[src/rtl/acm_pkg.sv]
`timescale 1ns / 1ps
// ----------------------------------------------------------------------------
// Audio channel mixer package
// Shared widths, register indexes and the controller to datapath interface.
// ----------------------------------------------------------------------------
package acm_pkg;

   localparam int SAMPLE_W = 16;
   localparam int VOL_W    = 8;
   localparam int MASTER_W = 9;
   localparam int SUM_W    = 32;
   localparam int MUL_A_W  = 32;
   localparam int MUL_B_W  = 10;
   localparam int PROD_W   = MUL_A_W + MUL_B_W;
   localparam int CSR_IDX_W  = 2;
   localparam int CSR_DATA_W = 9;

   localparam logic [CSR_IDX_W-1:0] CSR_MASTER_VOLUME = 2'd0;
   localparam logic [CSR_IDX_W-1:0] CSR_SWAP_STEREO   = 2'd1;
   localparam logic [CSR_IDX_W-1:0] CSR_OUT_STEREO    = 2'd2;
   localparam logic [CSR_IDX_W-1:0] CSR_OUT_8BIT      = 2'd3;

   localparam logic [MASTER_W-1:0] MASTER_VOLUME_RESET = 9'd179;

   typedef enum logic [1:0] {
      MUL_LEFT,
      MUL_RIGHT,
      MUL_FIN_LEFT,
      MUL_FIN_RIGHT
   } mul_sel_type;

   typedef struct packed {
      logic        load_item;
      logic        mul_en;
      mul_sel_type mul_sel;
      logic        acc_left;
      logic        acc_right;
      logic        clamp_left;
      logic        clamp_right;
      logic        load_out;
   } acm_cmd_type;

   typedef struct packed {
      logic is_last;
      logic out_free;
   } acm_status_type;

endpackage

[src/rtl/acm_ctrl.sv]
`timescale 1ns / 1ps
// ----------------------------------------------------------------------------
// Audio channel mixer controller
// Sequences the shared multiplier through mixing and the frame finish.
// ----------------------------------------------------------------------------
module acm_ctrl (
   input  logic                   clock,
   input  logic                   reset,
   input  logic                   req_valid,
   output logic                   req_ready,
   input  acm_pkg::acm_status_type status,
   output acm_pkg::acm_cmd_type   cmd
);
   import acm_pkg::*;

   typedef enum logic [2:0] {
      ST_IDLE,
      ST_MUL_L,
      ST_MUL_R,
      ST_ACC_R,
      ST_FIN_L,
      ST_FIN_R,
      ST_FIN_W,
      ST_OUT
   } state_type;

   state_type state_ff, state_in;

   always_comb begin
      state_in  = state_ff;
      req_ready = 1'b0;
      cmd       = '0;
      cmd.mul_sel = MUL_LEFT;
      case (state_ff)
         ST_IDLE: begin
            req_ready     = 1'b1;
            cmd.load_item = req_valid;
            if (req_valid) begin
               state_in = ST_MUL_L;
            end
         end
         ST_MUL_L: begin
            cmd.mul_en  = 1'b1;
            cmd.mul_sel = MUL_LEFT;
            state_in    = ST_MUL_R;
         end
         ST_MUL_R: begin
            cmd.mul_en   = 1'b1;
            cmd.mul_sel  = MUL_RIGHT;
            cmd.acc_left = 1'b1;
            state_in     = ST_ACC_R;
         end
         ST_ACC_R: begin
            cmd.acc_right = 1'b1;
            state_in      = status.is_last ? ST_FIN_L : ST_IDLE;
         end
         ST_FIN_L: begin
            cmd.mul_en  = 1'b1;
            cmd.mul_sel = MUL_FIN_LEFT;
            state_in    = ST_FIN_R;
         end
         ST_FIN_R: begin
            cmd.mul_en     = 1'b1;
            cmd.mul_sel    = MUL_FIN_RIGHT;
            cmd.clamp_left = 1'b1;
            state_in       = ST_FIN_W;
         end
         ST_FIN_W: begin
            cmd.clamp_right = 1'b1;
            state_in        = ST_OUT;
         end
         ST_OUT: begin
            cmd.load_out = status.out_free;
            if (status.out_free) begin
               state_in = ST_IDLE;
            end
         end
         default: begin
            state_in = ST_IDLE;
         end
      endcase
   end

   always_ff @(posedge clock) begin
      if (reset) begin
         state_ff <= ST_IDLE;
      end else begin
         state_ff <= state_in;
      end
   end

endmodule

[src/rtl/acm_dp.sv]
`timescale 1ns / 1ps
// ----------------------------------------------------------------------------
// Audio channel mixer datapath
// Item and configuration registers, shared multiplier, sums and output stage.
// ----------------------------------------------------------------------------
module acm_dp (
   input  logic                                  clock,
   input  logic                                  reset,
   input  acm_pkg::acm_cmd_type                  cmd,
   output acm_pkg::acm_status_type               status,
   input  logic signed [acm_pkg::SAMPLE_W-1:0]   req_source_sample,
   input  logic                                  req_source_is_8bit,
   input  logic [acm_pkg::VOL_W-1:0]             req_left_volume,
   input  logic [acm_pkg::VOL_W-1:0]             req_right_volume,
   input  logic                                  req_last_channel,
   input  logic                                  csr_valid,
   input  logic [acm_pkg::CSR_IDX_W-1:0]         csr_index,
   input  logic [acm_pkg::CSR_DATA_W-1:0]        csr_wdata,
   output logic                                  rsp_valid,
   input  logic                                  rsp_ready,
   output logic signed [acm_pkg::SAMPLE_W-1:0]   rsp_left_out,
   output logic signed [acm_pkg::SAMPLE_W-1:0]   rsp_right_out
);
   import acm_pkg::*;

   logic signed [SAMPLE_W-1:0] sample_ff;
   logic                       is8_ff;
   logic [VOL_W-1:0]           lvol_ff, rvol_ff;
   logic                       last_ff;

   logic [MASTER_W-1:0] master_ff;
   logic                swap_ff, stereo_ff, out8_ff;

   logic signed [SUM_W-1:0]  left_sum_ff, right_sum_ff;
   logic signed [PROD_W-1:0] prod_ff;
   logic signed [SAMPLE_W-1:0] lclamp_ff, rclamp_ff;

   logic                       out_valid_ff;
   logic signed [SAMPLE_W-1:0] out_left_ff, out_right_ff;

   logic signed [MUL_A_W-1:0] mul_a;
   logic signed [MUL_B_W-1:0] mul_b;
   logic signed [SAMPLE_W-1:0] samp_ext;
   logic [VOL_W-1:0]          lvol_eff, rvol_eff;
   logic signed [SUM_W-1:0]   addend;
   logic signed [SAMPLE_W-1:0] clamped;
   logic signed [SAMPLE_W-1:0] fin_left, fin_right;

   function automatic logic signed [SAMPLE_W-1:0] clamp16(
      input logic signed [PROD_W-1:0] p
   );
      logic signed [PROD_W-9:0] v;
      begin
         v = p[PROD_W-1:8];
         if (v > $signed((PROD_W-8)'(32767))) begin
            clamp16 = 16'sh7fff;
         end else if (v < -$signed((PROD_W-8)'(32768))) begin
            clamp16 = 16'sh8000;
         end else begin
            clamp16 = v[SAMPLE_W-1:0];
         end
      end
   endfunction

   function automatic logic signed [SAMPLE_W-1:0] fmt(
      input logic signed [SAMPLE_W-1:0] v,
      input logic                       as8
   );
      begin
         fmt = as8 ? {8'd0, ~v[15], v[14:8]} : v;
      end
   endfunction

   always_comb begin
      samp_ext = is8_ff ? SAMPLE_W'(signed'(sample_ff[7:0])) : sample_ff;
      lvol_eff = is8_ff ? {lvol_ff[7:3], 3'd0} : lvol_ff;
      rvol_eff = is8_ff ? {rvol_ff[7:3], 3'd0} : rvol_ff;
      case (cmd.mul_sel)
         MUL_LEFT: begin
            mul_a = MUL_A_W'(samp_ext);
            mul_b = signed'({2'b00, lvol_eff});
         end
         MUL_RIGHT: begin
            mul_a = MUL_A_W'(samp_ext);
            mul_b = signed'({2'b00, rvol_eff});
         end
         MUL_FIN_LEFT: begin
            mul_a = left_sum_ff;
            mul_b = signed'({1'b0, master_ff});
         end
         MUL_FIN_RIGHT: begin
            mul_a = right_sum_ff;
            mul_b = signed'({1'b0, master_ff});
         end
         default: begin
            mul_a = '0;
            mul_b = '0;
         end
      endcase
      addend  = is8_ff ? prod_ff[SUM_W-1:0] : prod_ff[SUM_W+7:8];
      clamped = clamp16(prod_ff);
      if (!stereo_ff) begin
         fin_left  = fmt(lclamp_ff, out8_ff);
         fin_right = '0;
      end else if (swap_ff && !out8_ff) begin
         fin_left  = rclamp_ff;
         fin_right = lclamp_ff;
      end else begin
         fin_left  = fmt(lclamp_ff, out8_ff);
         fin_right = fmt(rclamp_ff, out8_ff);
      end
   end

   always_ff @(posedge clock) begin
      if (cmd.load_item) begin
         sample_ff <= req_source_sample;
         is8_ff    <= req_source_is_8bit;
         lvol_ff   <= req_left_volume;
         rvol_ff   <= req_right_volume;
         last_ff   <= req_last_channel;
      end
      if (cmd.mul_en) begin
         prod_ff <= mul_a * mul_b;
      end
      if (cmd.clamp_left) begin
         lclamp_ff <= clamped;
      end
      if (cmd.clamp_right) begin
         rclamp_ff <= clamped;
      end
      if (cmd.load_out) begin
         out_left_ff  <= fin_left;
         out_right_ff <= fin_right;
      end
   end

   always_ff @(posedge clock) begin
      if (reset) begin
         master_ff    <= MASTER_VOLUME_RESET;
         swap_ff      <= 1'b0;
         stereo_ff    <= 1'b1;
         out8_ff      <= 1'b0;
         left_sum_ff  <= '0;
         right_sum_ff <= '0;
         out_valid_ff <= 1'b0;
      end else begin
         if (csr_valid) begin
            case (csr_index)
               CSR_MASTER_VOLUME: master_ff <= csr_wdata;
               CSR_SWAP_STEREO:   swap_ff   <= csr_wdata[0];
               CSR_OUT_STEREO:    stereo_ff <= csr_wdata[0];
               CSR_OUT_8BIT:      out8_ff   <= csr_wdata[0];
               default: begin
               end
            endcase
         end
         if (cmd.load_out) begin
            left_sum_ff  <= '0;
            right_sum_ff <= '0;
         end else begin
            if (cmd.acc_left) begin
               left_sum_ff <= left_sum_ff + addend;
            end
            if (cmd.acc_right) begin
               right_sum_ff <= right_sum_ff + addend;
            end
         end
         if (cmd.load_out) begin
            out_valid_ff <= 1'b1;
         end else if (rsp_ready) begin
            out_valid_ff <= 1'b0;
         end
      end
   end

   assign status.is_last  = last_ff;
   assign status.out_free = !out_valid_ff || rsp_ready;
   assign rsp_valid       = out_valid_ff;
   assign rsp_left_out    = out_left_ff;
   assign rsp_right_out   = out_right_ff;

endmodule

[src/rtl/audio_channel_mixer.sv]
`timescale 1ns / 1ps
// Items are taken one at a time: each runs ST_MUL_L, ST_MUL_R and ST_ACC_R,
// the shared multiplier taking the left and right products in turn; a
// last-channel item then closes the frame through ST_FIN_L to ST_OUT.
// Reset: synchronous, clears the sums and output valid and restores the
// register defaults; no clearing pass.
// ----------------------------------------------------------------------------
// Audio channel mixer
// Accumulates per-channel stereo contributions and emits one mixed sample
// per frame with master gain, clamping and output formatting.
// ----------------------------------------------------------------------------
module audio_channel_mixer (
   input  logic                                clock,
   input  logic                                reset,
   input  logic                                req_valid,
   output logic                                req_ready,
   input  logic signed [acm_pkg::SAMPLE_W-1:0] req_source_sample,
   input  logic                                req_source_is_8bit,
   input  logic [acm_pkg::VOL_W-1:0]           req_left_volume,
   input  logic [acm_pkg::VOL_W-1:0]           req_right_volume,
   input  logic                                req_last_channel,
   output logic                                rsp_valid,
   input  logic                                rsp_ready,
   output logic signed [acm_pkg::SAMPLE_W-1:0] rsp_left_out,
   output logic signed [acm_pkg::SAMPLE_W-1:0] rsp_right_out,
   input  logic                                csr_valid,
   output logic                                csr_ready,
   input  logic [acm_pkg::CSR_IDX_W-1:0]       csr_index,
   input  logic [acm_pkg::CSR_DATA_W-1:0]      csr_wdata
);
   import acm_pkg::*;

   acm_cmd_type    cmd;
   acm_status_type status;

   assign csr_ready = 1'b1;

   acm_ctrl u_ctrl (
      .clock     (clock),
      .reset     (reset),
      .req_valid (req_valid),
      .req_ready (req_ready),
      .status    (status),
      .cmd       (cmd)
   );

   acm_dp u_dp (
      .clock              (clock),
      .reset              (reset),
      .cmd                (cmd),
      .status             (status),
      .req_source_sample  (req_source_sample),
      .req_source_is_8bit (req_source_is_8bit),
      .req_left_volume    (req_left_volume),
      .req_right_volume   (req_right_volume),
      .req_last_channel   (req_last_channel),
      .csr_valid          (csr_valid),
      .csr_index          (csr_index),
      .csr_wdata          (csr_wdata),
      .rsp_valid          (rsp_valid),
      .rsp_ready          (rsp_ready),
      .rsp_left_out       (rsp_left_out),
      .rsp_right_out      (rsp_right_out)
   );

endmodule

[config.mk]
export PLATFORM = sky130hd
export DESIGN_NAME = audio_channel_mixer
export DESIGN_NICKNAME = d
export VERILOG_FILES = /design/src/rtl/acm_pkg.sv /design/src/rtl/acm_ctrl.sv /design/src/rtl/acm_dp.sv /design/src/rtl/audio_channel_mixer.sv
export SDC_FILE = /design/constraint.sdc
export NUM_CORES = 1
export LEC_CHECK = 0
export ABC_CLOCK_PERIOD_IN_PS = 12300
export BUFFER_PORTS_ARGS = -buffer_cell sky130_fd_sc_hd__buf_2
export CAP_MARGIN = 10
export CORE_ASPECT_RATIO = 1.4
export CORE_MARGIN = 2
export CORE_UTILIZATION = 55
export CTS_BUF_LIST = sky130_fd_sc_hd__clkbuf_2
export DETAILED_ROUTE_END_ITERATION = 8
export PLACE_DENSITY_LB_ADDON = 0.15
export SLEW_MARGIN = 20
export SYNTH_ARGS = -nofsm -noshare
export SYNTH_HDL_FRONTEND = slang
export SYNTH_SLANG_ARGS = --single-unit
[constraint.sdc]
create_clock -name clock -period 12.3 [get_ports clock]
set_input_delay 2.46 -clock clock [delete_from_list [all_inputs] [get_ports clock]]
set_output_delay 2.46 -clock clock [all_outputs]
set_load 0.01 [all_outputs]
==> impl_metrics.ini, run 1 <==
[die]
io_pins = 85
die_w_um = 174.5
die_area_sq_um = 42340
die_h_um = 242.7
core_area_sq_um = 40170
rows = 87
initial_utilization_pct = 55.72

[clocking]
cts_resized = 0
cts-root-buf = clkbuf_2
cts_setup_buffers = 0
insertion_delay_ns = 1.04
cts_tree = yes
numCtsBuffers = 55
clk_path_buf_depth = 3
cts_hold_buffers = 0
htreeDepth = 2
clock-sinks = 220
clk_pin_slew_ns = 0.11

[cells_and_area]
nets = 3019
drive_above_1_share_pct = 10.14
syn2layout_area_growth_pct = 6.625
fin_cells = 3160
final_core_util_pct = 59.41

[timing]
fmax_ghz = 0.1210
worst_pin_slew_ns = 1.053
finalMaxSlewViolations = 0
min_period_ns = 8.263
setup_tns_ns = 0
fin_skew_ns = 0.07814
fin_ws_ns = 4.037
setup_viol_count_final = 0
finalCritPeriodShare_pct = 67.18
hold_violations = 0
rsz0062_at_grt = false
relSlewSlack_pct = 29.60

[yosys]
synth-edff-count = 140
async_reset_ff_share_pct = 0
synth_ff_type = edfxtp_1
yosysMostFrequentCell = nand2_1
yosys-top-cells-count = nand2_1, inv_1, fa_1
synthTopCellsByArea = fa_1, edfxtp_1, ha_1
syn_area_per_cell_sq_um = 8.885
syn_area_sq_um = 22380
synthesis.nets = 2960
synth.distinct_cells = 74
ys_ff_latch = 220
synth_warnings = 0
seq_area_frac_synth_pct = 25.94
netlist.area_leader.share_pct = 21.11
yosysTopAreaCell = fa_1
netlist_instances = 2519

[drt]
drc_errors = 0
wirelength_um = 61250
drt_pass1_iterations = 5
drtIter0Drc = 1000
wl_per_cell_um = 19.38
num_vias = 18060
ant_nets = 0
vias_per_cell = 5.714

[global_routing]
grt_overflow = 0
grt_pass1_vias = 18590
grt_usage_pct = 29.59
grt_pass1_wl_um = 98360
antenna_found_initial = 4
grt_max_degree = 73

[critical_path]
worstSetupEndpointType = flip-flop
crit_arrival_ns = 8.99
crit_fanout = 72
path_class = reg -> reg
startpoint_type = flip-flop
required_ns = 13.03
r2r_setup_slack_ns = 4.04

[placed_design]
place_ws_ns = 4.136
portBuffers = 83
gp_congestion = 0.9555
dp_cells = 3054
hpwl_um = 48180

[job]
drv_cap = 0

[worst_hold_path]
hold_path_class = reg -> reg

[outcome]
status = finished clean
[per-layer routing]
layer	track usage [%]	part of all wire, %
met3	4.402	6.2
met4	12.61	4.4
met2	49.60	47
met1	38.20	42
met5	0	0.011
[final timing paths]
check                            start              endpoint  depth (start not counted)
setup / recovery    u_ctrl.state_ff[1]      u_dp.prod_ff[35]                         24
setup reg to reg    u_ctrl.state_ff[1]      u_dp.prod_ff[35]                         24
hold / removal    u_dp.right_sum_ff[5]  u_dp.right_sum_ff[5]                          2
hold reg to reg   u_dp.right_sum_ff[5]  u_dp.right_sum_ff[5]                          2
[registers in the layout (all words and copies together), names as in the netlist]
register	count
u_dp.lvol_ff	8
u_dp.prod_ff	42
u_dp.rsp_right_out	16
u_dp.stereo_ff	1
u_dp.swap_ff	1
u_dp.rsp_left_out	16
u_dp.rvol_ff	8
u_dp.master_ff	9
u_dp.lclamp_ff	16
u_dp.rsp_valid	1
u_dp.right_sum_ff	32
u_dp.is8_ff	1
u_dp.last_ff	1
u_dp.sample_ff	16
u_dp.left_sum_ff	32
u_dp.out8_ff	1
u_ctrl.state_ff	3
u_dp.rclamp_ff	16
[area by class of cell]
type / instances / area [sq um]
clock buffers: 69 / 345.3
diodes: 2 / 5.005
repair buffers: 109 / 614.3
multi-input cells: 1894 / 15120
clock inverters: 34 / 185.2
fillers: 3570 / 16300
flip-flops and latches: 220 / 5806
inverters: 298 / 1119
well taps: 534 / 668.1
[kinds of logic (layout without fill, tap and decap cells)]
group	Yosys count	in the layout	synth area share [%]
AOI/OAI and AO/OA	472	472	13.61
xor gates and xnor gates	87	87	3.405
adders and majority gates	391	391	29.78
buffers and inverters	405	510	6.815
DFF	220	220	25.94
muxes	69	69	3.265
other	1	3	0.01676
and+or+nand+nor	874	874	17.17
[worst max-delay path, stage by stage, from the launching register on]
cell and delay [ns]:
dfxtp_1 0.36, inv_1 0.09, ha_2 0.16, buf_4 0.52, o21a_1 0.73, a221o_1 0.76
nand2_1 0.16, fa_1 0.53, inv_1 0.05, fa_1 0.48, fa_1 0.53, fa_1 0.55
inv_1 0.06, fa_1 0.53, inv_1 0.04, ha_1 0.37, a21o_1 0.22, a221oi_1 0.36
o31ai_2 0.21, o211a_1 0.30, o211ai_2 0.25, nand2b_1 0.13, a31oi_1 0.30, o21bai_1 0.12
xor2_1 0.16
[per-stage QoR]
stage | instance area, sq um | hold WS, ns
final | 23860 | 0.4857
after global placement | 23310 | 0.4615
after detailed placement | 23310 | 0.4701
after global routing | 23860 | 0.5085
after floorplan | 22380 | 0.4460
after CTS | 23840 | 0.4858
[placed cells by master (no fill, tap or decap), drive strengths merged, types with 32 or more instances in the layout]
| cell type | count |
|---|---|
| o21ai | 112 |
| ha | 155 |
| edfxtp | 140 |
| a21oi | 164 |
| fa | 236 |
| dfxtp | 80 |
| clkbuf | 69 |
| xnor2 | 59 |
| buf | 109 |
| nand3 | 34 |
| nand2 | 405 |
| nor2b | 54 |
| mux2 | 32 |
| a21o | 44 |
| inv | 298 |
| nor2 | 232 |
| mux2i | 37 |
| clkinv | 32 |
Power of run 1 is not shown: default switching activity piles up to over one toggle a cycle in this logic, so the estimate is an artifact.
==> run 2: changes to the inputs <==
Settings changed: ABC_CLOCK_PERIOD_IN_PS 12300 to 7250.
Clock period 12.3 ns to 7.25 ns, I/O delays scaled along.
==> impl_metrics.ini, run 2 (synthesis results as in run 1) <==
[drt]
ant_nets = 0
drtIter0Drc = 1211
num_vias = 18560
drc_errors = 0
wirelength_um = 62810
drt_pass1_iterations = 8
vias_per_cell = 5.743
wl_per_cell_um = 19.44

[timing]
hold_violations = 0
relSlewSlack_pct = 32.93
fmax_ghz = 0.1438
fin_skew_ns = 0.1183
min_period_ns = 6.953
finalMaxSlewViolations = 0
setup_viol_count_final = 0
finalCritPeriodShare_pct = 95.90
worst_pin_slew_ns = 1.006
fin_ws_ns = 0.2971

[critical_path]
r2r_cells = 29
required_ns = 7.87
worstSetupEndpointType = flip-flop
crit_fanout = 31
slowest_stage = fa_1
path_class = reg -> reg
crit_arrival_ns = 7.57
r2r_setup_slack_ns = 0.30
timing.rr.end = u_dp.prod_ff[34]
cp-endpoint = u_dp.prod_ff[34]
cp-startpoint = u_ctrl.state_ff[1]
max_stage_delay_ns = 0.59
startpoint_type = flip-flop
r2r-start = u_ctrl.state_ff[1]

[global_routing]
grt_pass1_wl_um = 99540
grt_max_degree = 62
antenna_found_initial = 2
grt_overflow = 0
grt_pass1_vias = 18970
grt_usage_pct = 29.78

[clocking]
insertion_delay_ns = 0.98
numCtsBuffers = 56
clk_path_buf_depth = 3
clk_pin_slew_ns = 0.10
cts_tree = yes
htreeDepth = 2
cts-root-buf = clkbuf_2
cts_hold_buffers = 0
clock-sinks = 220

[die]
die_h_um = 242.7
initial_utilization_pct = 55.72
die_area_sq_um = 42340
io_pins = 85
core_area_sq_um = 40170
die_w_um = 174.5
rows = 87

[cells_and_area]
fin_cells = 3231
multi_input_area_sq_um = 15230
nets = 3090
fillCellCount = 3486
reg_top3 = u_dp.prod_ff (42), u_dp.left_sum_ff (32), u_dp.right_sum_ff (32)
drive_above_1_share_pct = 13.43
top_register = u_dp.prod_ff
seq_area_sq_um = 5808
layout_common_cells = nand2_1, inv_1, fa_1
fin_area_sq_um = 24620
final_common_cell = nand2_1
largest_reg_flops = 42
syn2layout_area_growth_pct = 10.00

[placed_design]
hpwl_um = 50080
placed_area_sq_um = 23860
portBuffers = 83
dp_cells = 3121
place_ws_ns = 0.09291
gp_congestion = 0.9288

[outcome]
status = finished clean

[job]
drv_cap = 0

[worst_hold_path]
hold_path_class = reg -> reg
run 2: cell count changes in the layout (fill, tap and decap cells not counted), sizes merged:
cell / previous run / this run
buf: 109 / 177
clkinv: 32 / 22
clkinvlp: 1 / 0
inv: 298 / 299
clkbuf: 69 / 82
run 2: how the worst min path moves through the flow:
stage          slack, ns                  start  depth (start not counted)                    end
2_1_floorplan       0.45  u_dp.right_sum_ff[12]                          2  u_dp.right_sum_ff[12]
3_3_place_gp        0.46   u_dp.right_sum_ff[2]                          2   u_dp.right_sum_ff[2]
3_5_place_dp        0.47   u_dp.right_sum_ff[2]                          2   u_dp.right_sum_ff[2]
4_1_cts             0.48   u_dp.right_sum_ff[2]                          2   u_dp.right_sum_ff[2]
5_1_grt             0.50   u_dp.right_sum_ff[0]                          2   u_dp.right_sum_ff[0]
6_report            0.48   u_dp.right_sum_ff[2]                          2   u_dp.right_sum_ff[2]
run 2: repair_timing:
| item | CTS | global route |
|---|---|---|
| cloned | 0 | 2 |
| gates resized for setup | 1 | 48 |
| setup endpoints to repair | 1 | 15 |
| buffers inserted | 0 | 2 |
| pin swaps | 0 | 3 |
| hold endpoints to repair | 0 | 0 |
run 2: final cells by class:
cell class,instances,area share [%]
well taps,534,2.714
diodes,2,0.02033
clock inverters,24,0.5692
repair buffers,179,5.067
multi-input cells,1894,61.87
inverters,298,4.544
flip-flops and latches,220,23.59
clock buffers,80,1.626
run 2: per-layer routing:
layer  global-route usage [%]  share of wire, %
met4                    11.62               4.5
met2                    50.70                48
met1                    39.08                41
met3                    3.086               6.3
met5                        0                 0
run 2: metrics by stage:
stage | TNS, ns | utilization [%] | hold WS, ns
after floorplan | 0 | - | 0.4460
after global placement | 0 | 59.40 | 0.4608
after detailed placement | 0 | 59.40 | 0.4674
after CTS | 0 | 60.75 | 0.4824
after global routing | -0.05495 | 61.28 | 0.5017
final | 0 | 61.29 | 0.4821
run 2: critical path: cells and delay by family (launching register included):
kind,cells,cell delay [ns]
AO/OA/AOI/OAI,8,1.42
XOR/XNOR,1,0.08
adder cells (fa/ha/maj),7,3.08
buffers and inverters,9,1.09
flip-flops,1,0.38
AND/OR/NAND/NOR,4,0.55
Power of run 2 is left out for the same reason.
